## config.mk

```make
export PLATFORM = sky130hd
export DESIGN_NAME = vcs_lane
export DESIGN_NICKNAME = d
export VERILOG_FILES = /design/src/rtl/vcs_pkg.sv /design/src/rtl/vcs_divider.sv /design/src/rtl/vcs_lane.sv
export SDC_FILE = /design/constraint.sdc
export NUM_CORES = 2
export LEC_CHECK = 0
export BUFFER_PORTS_ARGS = -buffer_cell sky130_fd_sc_hd__buf_2
export CAP_MARGIN = 20
export CORE_ASPECT_RATIO = 1.5
export CORE_MARGIN = 2
export CORE_UTILIZATION = 40
export CTS_BUF_LIST = sky130_fd_sc_hd__clkbuf_8
export CTS_CLUSTER_SIZE = 25
export DETAILED_ROUTE_END_ITERATION = 8
export PLACE_DENSITY_LB_ADDON = 0.08
export RECOVER_POWER = 25
export SYNTH_ARGS = -nofsm -noshare
export SYNTH_HDL_FRONTEND = slang
export SYNTH_HIERARCHICAL = 1
export SYNTH_SLANG_ARGS = --single-unit
```

## constraint.sdc

```tcl
create_clock -name clk -period 14 [get_ports clk]
set_input_delay 0.7 -clock clk [delete_from_list [all_inputs] [get_ports clk]]
set_output_delay 0.7 -clock clk [all_outputs]
set_load 0.02 [all_outputs]
```

## src/rtl/vcs_pkg.sv

```systemverilog
`default_nettype none
package vcs_pkg;

    localparam int VEL_WIDTH = 24;
    localparam int AXES      = 6;
    localparam int LIN_AXES  = 3;

    localparam int TIME_W = 24;
    localparam int LIM_W  = 23;
    localparam int DT_W   = 16;
    localparam int MD_W   = 20;
    localparam int CFG_IDX_W = 4;
    localparam int CFG_W  = 24;

    // divider geometry
    localparam int MAG_W  = VEL_WIDTH + 1;
    localparam int QUO_W  = (MAG_W > MD_W) ? MAG_W : MD_W;
    localparam int DIVS_W = TIME_W + 1;
    localparam int DIVD_W = QUO_W + DIVS_W;

    localparam logic [TIME_W-1:0] MIN_TAU_US = TIME_W'(100);

    // accel*dt / 1e6 taken as ((x >> 6) * ceil(2^47 / 15625)) >> 47, exact for x below 2^39
    localparam int MD_NUM_W     = LIM_W + DT_W;
    localparam int MD_PRE_SHIFT = 6;
    localparam int MD_LO_W      = 17;
    localparam int MD_HI_W      = MD_NUM_W - MD_PRE_SHIFT - MD_LO_W;
    localparam int MD_RECIP_W   = 34;
    localparam logic [MD_RECIP_W-1:0] MD_RECIP = 34'd9007199255;
    localparam int MD_SHIFT     = 47;
    localparam int PP_LO_W      = MD_LO_W + MD_RECIP_W;
    localparam int PP_HI_W      = MD_HI_W + MD_RECIP_W;
    localparam int PP_SUM_W     = PP_HI_W + MD_LO_W;

    localparam logic [1:0] MODE_UPDATE = 2'd0;
    localparam logic [1:0] MODE_START  = 2'd1;
    localparam logic [1:0] MODE_STOP   = 2'd2;

    localparam logic [1:0] SRC_FRESH = 2'd0;
    localparam logic [1:0] SRC_HELD  = 2'd1;
    localparam logic [1:0] SRC_ZERO  = 2'd2;

    localparam logic [CFG_IDX_W-1:0] REG_FRESH_TIMEOUT = CFG_IDX_W'(0);
    localparam logic [CFG_IDX_W-1:0] REG_HOLD_TIME     = CFG_IDX_W'(1);
    localparam logic [CFG_IDX_W-1:0] REG_LIN_SPEED     = CFG_IDX_W'(2);
    localparam logic [CFG_IDX_W-1:0] REG_ANG_SPEED     = CFG_IDX_W'(3);
    localparam logic [CFG_IDX_W-1:0] REG_FILTER_TAU    = CFG_IDX_W'(4);
    localparam logic [CFG_IDX_W-1:0] REG_LIN_ACCEL     = CFG_IDX_W'(5);
    localparam logic [CFG_IDX_W-1:0] REG_ANG_ACCEL     = CFG_IDX_W'(6);
    localparam logic [CFG_IDX_W-1:0] REG_DEADBAND      = CFG_IDX_W'(7);

    typedef struct packed {
        logic [1:0]                  mode;
        logic signed [VEL_WIDTH-1:0] target_vx;
        logic signed [VEL_WIDTH-1:0] target_vy;
        logic signed [VEL_WIDTH-1:0] target_vz;
        logic signed [VEL_WIDTH-1:0] target_wx;
        logic signed [VEL_WIDTH-1:0] target_wy;
        logic signed [VEL_WIDTH-1:0] target_wz;
        logic [TIME_W-1:0]           command_age_us;
        logic [DT_W-1:0]             period_us;
    } in_item_t;

    typedef struct packed {
        logic signed [VEL_WIDTH-1:0] vel_x;
        logic signed [VEL_WIDTH-1:0] vel_y;
        logic signed [VEL_WIDTH-1:0] vel_z;
        logic signed [VEL_WIDTH-1:0] rate_x;
        logic signed [VEL_WIDTH-1:0] rate_y;
        logic signed [VEL_WIDTH-1:0] rate_z;
        logic [1:0]                  target_source;
    } out_item_t;

    typedef struct packed {
        logic       start;
        logic       clear;
        logic [1:0] src;
    } lane_ctrl_t;

endpackage
`default_nettype wire

```

## src/rtl/vcs_divider.sv

```systemverilog
`default_nettype none
module vcs_divider (
    input  wire logic                       clk,
    input  wire logic                       rst_n,
    input  wire logic                       start,
    input  wire logic [vcs_pkg::DIVD_W-1:0] dividend,
    input  wire logic [vcs_pkg::DIVS_W-1:0] divisor,
    output logic                            done,
    output logic [vcs_pkg::QUO_W-1:0]       quotient
);
    import vcs_pkg::*;

    localparam int CNT_W = $clog2(QUO_W + 1);

    logic [DIVS_W-1:0] rem_reg, rem_next;
    logic [QUO_W-1:0]  shq_reg, shq_next;
    logic [DIVS_W-1:0] dvs_reg;
    logic [CNT_W-1:0]  cnt_reg, cnt_next;
    logic              busy_reg, busy_next;
    logic              done_reg, done_next;
    logic [DIVS_W:0]   trial;
    logic [DIVS_W:0]   trial_sub;

    assign trial     = {rem_reg, shq_reg[QUO_W-1]};
    assign trial_sub = trial - {1'b0, dvs_reg};

    // caller guarantees dividend >> QUO_W is below the divisor
    always_comb
    begin
        rem_next  = rem_reg;
        shq_next  = shq_reg;
        cnt_next  = cnt_reg;
        busy_next = busy_reg;
        done_next = 1'b0;
        if (start)
        begin
            rem_next  = dividend[DIVD_W-1:QUO_W];
            shq_next  = dividend[QUO_W-1:0];
            cnt_next  = CNT_W'(QUO_W);
            busy_next = 1'b1;
        end
        else if (busy_reg)
        begin
            if (trial >= {1'b0, dvs_reg})
            begin
                rem_next = trial_sub[DIVS_W-1:0];
                shq_next = {shq_reg[QUO_W-2:0], 1'b1};
            end
            else
            begin
                rem_next = trial[DIVS_W-1:0];
                shq_next = {shq_reg[QUO_W-2:0], 1'b0};
            end
            cnt_next = cnt_reg - CNT_W'(1);
            if (cnt_reg == CNT_W'(1))
            begin
                busy_next = 1'b0;
                done_next = 1'b1;
            end
        end
    end

    always_ff @(posedge clk or negedge rst_n)
    begin
        if (!rst_n)
        begin
            cnt_reg  <= '0;
            busy_reg <= 1'b0;
            done_reg <= 1'b0;
        end
        else
        begin
            cnt_reg  <= cnt_next;
            busy_reg <= busy_next;
            done_reg <= done_next;
        end
    end

    always_ff @(posedge clk)
    begin
        rem_reg <= rem_next;
        shq_reg <= shq_next;
        if (start)
        begin
            dvs_reg <= divisor;
        end
    end

    assign done     = done_reg;
    assign quotient = shq_reg;

endmodule
`default_nettype wire

```

## src/rtl/vcs_lane.sv

```systemverilog
`default_nettype none
module vcs_lane (
    input  wire logic                                clk,
    input  wire logic                                rst_n,
    input  wire vcs_pkg::lane_ctrl_t                 ctrl,
    input  wire logic signed [vcs_pkg::VEL_WIDTH-1:0] target_in,
    input  wire logic [vcs_pkg::LIM_W-1:0]           speed_limit,
    input  wire logic [vcs_pkg::DT_W-1:0]            dt,
    input  wire logic [vcs_pkg::DIVS_W-1:0]          den,
    input  wire logic [vcs_pkg::MD_W-1:0]            step_limit,
    input  wire logic [vcs_pkg::LIM_W-1:0]           deadband,
    output logic                                     done,
    output logic signed [vcs_pkg::VEL_WIDTH-1:0]     shaped
);
    import vcs_pkg::*;

    localparam int XW = ((VEL_WIDTH > LIM_W) ? VEL_WIDTH : LIM_W) + 2;
    localparam int RW = QUO_W + 2;
    localparam int AW = (VEL_WIDTH + 1 > LIM_W) ? VEL_WIDTH + 1 : LIM_W;

    logic signed [VEL_WIDTH-1:0] shaped_reg, shaped_next;
    logic signed [VEL_WIDTH-1:0] rem_tgt_reg, rem_tgt_next;
    logic [MAG_W-1:0]            mag_reg;
    logic                        neg_reg;
    logic [DIVD_W-1:0]           prod_reg;
    logic                        st1_reg, st2_reg;

    logic signed [XW-1:0] t_sel, lim_s, t_clamp, cur_x, diff, diff_neg;
    logic [MAG_W-1:0]     mag_next;

    logic                 div_done;
    logic [QUO_W-1:0]     div_q;
    logic [QUO_W-1:0]     md_x, step;
    logic signed [RW-1:0] cur_r, step_s, r_wide;
    logic [VEL_WIDTH-1:0] r_val;
    logic signed [AW-1:0] r_ext;
    logic [AW-1:0]        r_abs;

    always_comb
    begin
        rem_tgt_next = rem_tgt_reg;
        case (ctrl.src)
            SRC_FRESH:
            begin
                t_sel        = XW'(target_in);
                rem_tgt_next = target_in;
            end
            SRC_HELD: t_sel = XW'(rem_tgt_reg);
            default:  t_sel = '0;
        endcase
        lim_s = $signed({{(XW-LIM_W){1'b0}}, speed_limit});
        if (t_sel > lim_s)
        begin
            t_clamp = lim_s;
        end
        else if (t_sel < -lim_s)
        begin
            t_clamp = -lim_s;
        end
        else
        begin
            t_clamp = t_sel;
        end
        cur_x    = XW'(shaped_reg);
        diff     = t_clamp - cur_x;
        diff_neg = -diff;
        mag_next = diff[XW-1] ? diff_neg[MAG_W-1:0] : diff[MAG_W-1:0];
    end

    // slew limit only ever trims the filter step, so it is min(q, step_limit)
    always_comb
    begin
        md_x   = QUO_W'(step_limit);
        step   = (div_q > md_x) ? md_x : div_q;
        cur_r  = RW'(shaped_reg);
        step_s = $signed({2'b00, step});
        r_wide = neg_reg ? (cur_r - step_s) : (cur_r + step_s);
        r_val  = r_wide[VEL_WIDTH-1:0];
        r_ext  = AW'($signed(r_val));
        r_abs  = r_ext[AW-1] ? AW'(-r_ext) : AW'(r_ext);
        shaped_next = shaped_reg;
        if (div_done)
        begin
            shaped_next = (r_abs < AW'(deadband)) ? '0 : $signed(r_val);
        end
    end

    always_ff @(posedge clk or negedge rst_n)
    begin
        if (!rst_n)
        begin
            shaped_reg  <= '0;
            rem_tgt_reg <= '0;
            st1_reg     <= 1'b0;
            st2_reg     <= 1'b0;
        end
        else
        begin
            st1_reg <= ctrl.start;
            st2_reg <= st1_reg;
            if (ctrl.clear)
            begin
                shaped_reg  <= '0;
                rem_tgt_reg <= '0;
            end
            else
            begin
                shaped_reg <= shaped_next;
                if (ctrl.start)
                begin
                    rem_tgt_reg <= rem_tgt_next;
                end
            end
        end
    end

    always_ff @(posedge clk)
    begin
        if (ctrl.start)
        begin
            mag_reg <= mag_next;
            neg_reg <= diff[XW-1];
        end
        if (st1_reg)
        begin
            // rounding to nearest: add half the denominator
            prod_reg <= DIVD_W'(mag_reg) * DIVD_W'(dt) + DIVD_W'(den >> 1);
        end
    end

    vcs_divider u_div (
        .clk      (clk),
        .rst_n    (rst_n),
        .start    (st2_reg),
        .dividend (prod_reg),
        .divisor  (den),
        .done     (div_done),
        .quotient (div_q)
    );

    assign done   = div_done;
    assign shaped = shaped_reg;

endmodule
`default_nettype wire

```

Word level (Yosys, flattened, before mapping)
Index checks and enable logic that the tools add are counted.
{ "totals": {"output_inout_bits": 25, "word_cells": 63, "register_bits": 208} }
{ "op_classes": {"eq_ne": 2, "magnitude_cmp": 5, "reduce_logical": 6, "mul": 1, "n_mux": 27, "add_sub_neg": 9} }
{ "op_table": {"columns": ["operator", "count"], "rows": [
  ["two-way mux 24 bit", 8],
  ["two-way mux 25 bit", 7],
  ["two-way mux 26 bit", 2],
  ["case mux 26 bit (2 select lines)", 1],
  ["adder 41 x 24 -> 42 bit", 1],
  ["multiplier 25 x 16 -> 41 bit", 1],
  ["greater-or-equal comparator 26 x 25 -> 1 bit", 1],
  ["> comparator 26 x 24 -> 1 bit", 1],
  ["< comparator 26 bit", 1],
  ["negator 23 -> 26 bit", 1],
  ["subtractor 26 x 24 -> 26 bit", 1],
  ["> comparator 25 x 20 -> 1 bit", 1],
  ["< comparator 25 x 23 -> 1 bit", 1],
  ["negator 24 -> 25 bit", 1],
  ["negator 25 bit", 1],
  ["subtractor 25 bit", 1],
  ["adder 24 bit", 1],
  ["subtractor 24 bit", 1],
  ["two-way mux 5 bit", 2],
  ["nonzero test 2 bit", 4],
  ["two-way mux 1 bit", 7],
  ["== test 5 x 1 -> 1 bit (second input constant)", 1],
  ["subtractor 5 x 1 -> 5 bit (second input constant)", 1],
  ["== test 2 x 1 -> 1 bit (second input constant)", 1],
  ["other kinds (2)", 2]
]} }

Depth between registers and ports, before layout
{ "logic_depth": {"depth_word": 10, "ltp_mapped": 40} }

Hierarchy
The synthesis kept the hierarchy.
{ "by_module_without_submodules": {"columns": ["mod", "area_each_um2", "seq_area_each_um2", "cells_per_inst", "n_inst"], "rows": [
  ["vcs_lane", 25110.3, 3293.2, 2974, 1],
  ["vcs_divider", 4843.4, 2427.3, 425, 1]
]} }

Worst setup path after synthesis
No wires, ideal clock.
{ "synth_timing": {"path_type": "input to register", "startpoint": "input port step_limit[18] (netlist name)", "endpoint": "register shaped_reg[11], in the netlist shaped[11]", "slack_ns": 5.563, "arrival_time_ns": 8.316, "path_buffers": 6, "stages": 38, "cell_sequence": "inv_1 -> ha_1 -> nand4b_1 -> or4_4 -> or3_4 -> o21ai_2 -> clkbuf_1 -> clkbuf_1 -> mux2_2 -> inv_1 -> ha_1 -> clkbuf_1 -> a21oi_1 -> xor2_1 -> ha_1 -> o21ai_0 -> nor2b_1 -> a211oi_1 -> [... 2 more ...] -> a31oi_1 -> a21oi_1 -> xor2_1 -> buf_4 -> nand2_1 -> xnor2_1 -> ha_1 -> a21o_1 -> a21o_1 -> a21oi_1 -> o21ai_0 -> a21o_1 -> a2111oi_0 -> a21oi_1 -> nor2b_1 -> clkbuf_1 -> clkbuf_1 -> a22o_1"} }
{ "synth_between": {"elab_chain_cells": 10} }
{ "synth_rtl": {"columns": ["element", "line_no", "rtl"], "rows": [
  ["start: declaration", "vcs_lane.sv:10", "input wire logic [vcs_pkg::MD_W-1:0] step_limit,"],
  ["> comparator 25 x 20 -> 1 bit", "vcs_lane.sv:74", "step = (div_q > md_x) ? md_x : div_q;"],
  ["two-way mux 24 bit (*)", "vcs_lane.sv:74", null],
  ["adder 24 bit / subtractor 24 bit (equally long branches)", "vcs_lane.sv:77", "r_wide = neg_reg ? (cur_r - step_s) : (cur_r + step_s);"],
  ["two-way mux 24 bit (*)", "vcs_lane.sv:77", null],
  ["negator 24 -> 25 bit", "vcs_lane.sv:80", "r_abs = r_ext[AW-1] ? AW'(-r_ext) : AW'(r_ext);"],
  ["two-way mux 25 bit", "vcs_lane.sv:80", null],
  ["< comparator 25 x 23 -> 1 bit", "vcs_lane.sv:84", "shaped_next = (r_abs < AW'(deadband)) ? '0 : $signed(r_val);"],
  ["two-way mux 24 bit (*)", "vcs_lane.sv:84", null],
  ["two-way mux 24 bit (*)", "vcs_lane.sv:82", "if (div_done)"],
  ["two-way mux 24 bit (*)", "vcs_lane.sv:101", "if (ctrl.clear)"],
  ["end signal: assignment", "vcs_lane.sv:108", "shaped_reg <= shaped_next;"],
  ["end: declaration", "vcs_lane.sv:21", "logic signed [VEL_WIDTH-1:0] shaped_reg, shaped_next;"]
]} }
Mark *: on every way between the ends. The rest lies on a longest branch, timed or not. The select of a mux whose other input is x is not followed.
A chain may end at the register's enable or synchronous reset.

Worst setup path after layout
{ "layout_timing": {"startpoint": "input port speed_limit[1] (netlist name)", "endpoint": "register mag_reg[23], data pin"} }
{ "layout_lines": {"columns": ["element", "line_no", "rtl"], "rows": [
  ["start: declaration", "vcs_lane.sv:7", "input wire logic [vcs_pkg::LIM_W-1:0] speed_limit,"],
  ["negator 23 -> 26 bit", "vcs_lane.sv:56, vcs_lane.sv:58", null],
  ["< comparator 26 bit", "vcs_lane.sv:56", "else if (t_sel < -lim_s)"],
  ["two-way mux 26 bit", "vcs_lane.sv:56", null],
  ["two-way mux 26 bit (*)", "vcs_lane.sv:52", "if (t_sel > lim_s)"],
  ["subtractor 26 x 24 -> 26 bit (*)", "vcs_lane.sv:65", "diff = t_clamp - cur_x;"],
  ["named net diff[25]", "vcs_lane.sv:28", "logic signed [XW-1:0] t_sel, lim_s, t_clamp, cur_x, diff, diff_neg;"],
  ["two-way mux 25 bit (*)", "vcs_lane.sv:67", "mag_next = diff[XW-1] ? diff_neg[MAG_W-1:0] : diff[MAG_W-1:0];"],
  ["named net mag_next[23]", "vcs_lane.sv:29", "logic [MAG_W-1:0] mag_next;"],
  ["end signal: assignment", "vcs_lane.sv:121", "mag_reg <= mag_next;"],
  ["end: declaration", "vcs_lane.sv:23", "logic [MAG_W-1:0] mag_reg;"]
]} }
Mark *: on every way through the listed nets, which the timed path passes. The rest lies on a longest branch.

==> results.md <==
Cells and area:
- From synthesis to final layout, the design area changed by 6.95%.
- The post-layout instance area is 0.0320 mm².
- At the end of the flow the core is filled with cells to 0.433.
- The number of standard cells in the layout, taps in and fillers out is 4487.
- The register with the most flip-flops in the layout has 42 of them.
- In the final layout, the share of cells above drive strength 1 is 0.0750.
- In the final design database the tool counted 4255 nets.
- The layout has 7517 filler cells.

Routing:
- The detailed router put a total of 34400 µm of wire on met1.
- The initial detailed-routing violation count is 1075.
- The wire length on met3 is 2830 µm.
- In the detailed route, the total length drawn on met2 is 48100 µm.
- The routed layout has 24055 vias.
- The final wirelength is 89100 µm.
- The number of detailed-route iterations in the first pass is 7.
- Using the TritonRoute via totals, the vias-per-cell ratio works out to 5.36.
- After detailed routing, the number of remaining DRC violations is 0.
- After detailed routing, the average wire length per cell comes to 19.9 µm.
- The highest layer used for signal routing is met4.
- The post-detailed-route count of antenna-violating nets is 0.

Logic synthesis:
- The summed instance area of the synthesized netlist is 0.0300 mm².
- Counting flops with an async set or reset pin after synthesis yields a share of 0.285.
- After technology mapping, the gate count stands at 3399.
- During synthesis, Yosys emitted a total of 6 warnings.
- The number of distinct library cell variants in the gate-level netlist after synthesis is 87.
- The flop and latch count out of synthesis is 200.
- The number of enable-type register cells in the synthesized netlist is 143.
- The top flip-flop cell by instance count after synthesis is edfxtp_1.
- A synthesized cell averages 8.81 µm².
- Of the synthesized area, sequential elements account for 0.191.

Worst setup path:
- The type of element launching the critical path is a primary input.
- Of all nets on the critical path, the largest fanout is 43.
- The number of cells on the worst reg-to-reg path is 34.
- The largest stage delay on the critical path is 0.89 ns.
- The required time of the critical path is 14.33 ns.
- The beginning of the worst register-to-register path is u_div/quotient[24].
- Data on the critical path arrives at its endpoint at 9.67 ns.
- The element type at the critical path end is a flop.
- Tracing the worst setup path back leads to its startpoint at speed_limit[1].
- The worst register-to-register path ends at shaped[2].
- The slack of the worst reg-to-reg path is 4.70 ns.
- The timing endpoint of the critical path is mag_reg[23].
- The slowest stage of the critical path is the nor3_1 cell.
- The kind of critical path is in -> reg.

Clock tree:
- The clock drives 200 sinks.
- The clock slew seen by the registers of the worst setup and hold paths is 0.12 ns.
- The number of hold buffers added after CTS was 0.
- The number of clock buffers added by TritonCTS is 17.
- The largest buffer count on any clock path is 2.
- TritonCTS built the clock tree.
- The quantity of gates resized following cts is 0.
- The clock latency at the later pin of the worst-skew pair is 0.59 ns.
- The tree is rooted in a clkbuf_8.
- Once the clock tree was built, the setup fixing pass inserted 0 buffers.
- The number of H-tree levels is 4.

GRT:
- The largest net degree at the start of global routing is 77.
- Global routing finished with a remaining overflow of 0.
- The number of antenna violations at the first check in global routing is 1.
- The first global-routing pass estimated 140000 µm of wire.
- The global routing usage summed across all routing layers is 0.237.
- The via count of the first global-routing pass is 25543.

STA:
- The final setup violation count is 0.
- The actual transition at the worst max-transition pin is 3.25 ns.
- On the final layout, the worst clock skew is 0.0480 ns.
- The relative max-transition margin is -1.17.
- The final-report max-slew violation count came to 88.
- Of the available clock period, the critical path in the final layout requires 0.667.
- The final-layout setup total negative slack is 0 ns.
- Setup repair after global routing left no endpoint under its margin.
- Derived from the worst setup path, the maximum achievable clock frequency is 0.107 GHz.
- The post-layout minimum cycle time is 9.34 ns.
- The number of endpoints with negative hold slack in the final report is 0.

Die:
- The floorplan die width is 227 µm.
- The floorplan row count is 122.
- The number of ports placed on the die boundary is 162.
- The floorplan step set the die height to 339 µm.
- The area of the core is 0.0740 mm².
- The initial utilization of the core area, before any placement, comes to 0.405.
- The floorplan die area is 0.0771 mm².

Outcome:
- The final reports fail on max-capacitance violations, max-slew violations.
- The flow ran to the end, but the final reports show violations.

Placement:
- The count of placed standard cells including taps is 4454.
- The area after detailed placement is 0.0317 mm².
- The congestion estimate from routability-driven global placement came to 0.902.
- The HPWL reported at the end of detailed placement is 72100 µm.
- The number of buffers inserted by port buffering is 161.

Job:
- The number of violations of the max-capacitance limit is 2.

Hold path:
- The tightest min-delay check is of the in -> reg type.
==> worst min-delay path by stage <==
stage / from / endpoint / slack, ns / cells after the start
2_1_floorplan: rst_n / rem_tgt_reg[0] / 0.40 / 0
3_3_place_gp: rem_tgt_reg[6] / rem_tgt_reg[6] / 0.51 / 2
3_5_place_dp: rem_tgt_reg[14] / rem_tgt_reg[14] / 0.52 / 2
4_1_cts: rst_n / rem_tgt_reg[22] / 0.23 / 2
5_1_grt: den[0] / u_div/dvs_reg[0] / 0.25 / 1
6_report: den[0] / u_div/dvs_reg[0] / 0.30 / 1
==> placed cells by master (no fill, tap or decap), types with 34 or more instances in the layout <==
cell type / Yosys / layout
ha_1: 289 / 289
mux2_2: 45 / 45
nor3_1: 43 / 43
xnor2_1: 114 / 113
nor2_1: 178 / 178
edfxtp_1: 143 / 143
a21o_1: 41 / 41
fa_1: 348 / 348
a21oi_1: 220 / 220
and2_1: 129 / 129
nand3_1: 34 / 34
inv_1: 551 / 553
o21ai_0: 107 / 107
mux2i_1: 43 / 43
buf_2: 3 / 136
dfrtp_1: 57 / 56
nand2_1: 472 / 472
xor2_1: 62 / 62
==> routing by layer <==
| metal | up-vias | GRT usage |
|---|---|---|
| met2 | 558 | 0.449 |
| met3 | 145 | 0.0255 |
| met4 | 0 | 0.0972 |
| met1 | 11982 | 0.266 |
| met5 | - | 0 |
| li1 | 11370 | - |
==> cell families after synthesis <==
kind of cell / synth area share
xor gates and xnor gates: 0.0520
other: 0.000125
DFF: 0.191
and+or+nand+nor: 0.156
adders and majority gates: 0.353
buffers and inverters: 0.0857
muxes: 0.0313
AOI/OAI and AO/OA: 0.131
==> final cells by class <==
type	count	area (µm²)	area share
clock inverters	15	140	0.00437
repair buffers	178	918	0.0287
inverters	552	2070	0.0647
flip-flops and latches	200	5720	0.179
multi-input cells	2532	21700	0.678
diodes	1	2.50	0.0000781
clock buffers	17	234	0.00730
well taps	992	1240	0.0387
==> critical path, delay by kind of cell <==
| family | cells | cell delay (ns) |
|---|---|---|
| AO/OA/AOI/OAI | 12 | 2.94 |
| buffers and inverters | 6 | 1.34 |
| adder cells (fa/ha/maj) | 3 | 0.70 |
| AND/OR/NAND/NOR | 7 | 2.86 |
| multiplexers | 1 | 0.25 |
| XOR/XNOR | 4 | 0.82 |
==> stage by stage <==
stage | hold WS (ns) | setup WS [ns]
floorplan | 0.404 | 5.56
global placement | 0.510 | 4.47
detailed placement | 0.515 | 4.27
CTS | 0.234 | 4.50
global route | 0.249 | 3.96
finish | 0.298 | 4.66
==> cell usage after synthesis (43+ instances only) <==
library cell,number,area share
o21ai_0,107,0.018
dfrtp_1,57,0.048
xor2_1,62,0.018
and2_1,129,0.027
edfxtp_1,143,0.14
fa_1,348,0.23
mux2i_1,43,0.014
nand2_1,472,0.059
inv_1,551,0.069
a21oi_1,220,0.037
ha_1,289,0.12
nor3_1,43,0.0072
nor2_1,178,0.022
clkbuf_1,110,0.014
mux2_2,45,0.017
xnor2_1,114,0.033
Power is left out: the tool's default activity adds up to more than one toggle a clock period on the data nets, which glitch-free logic cannot reach.
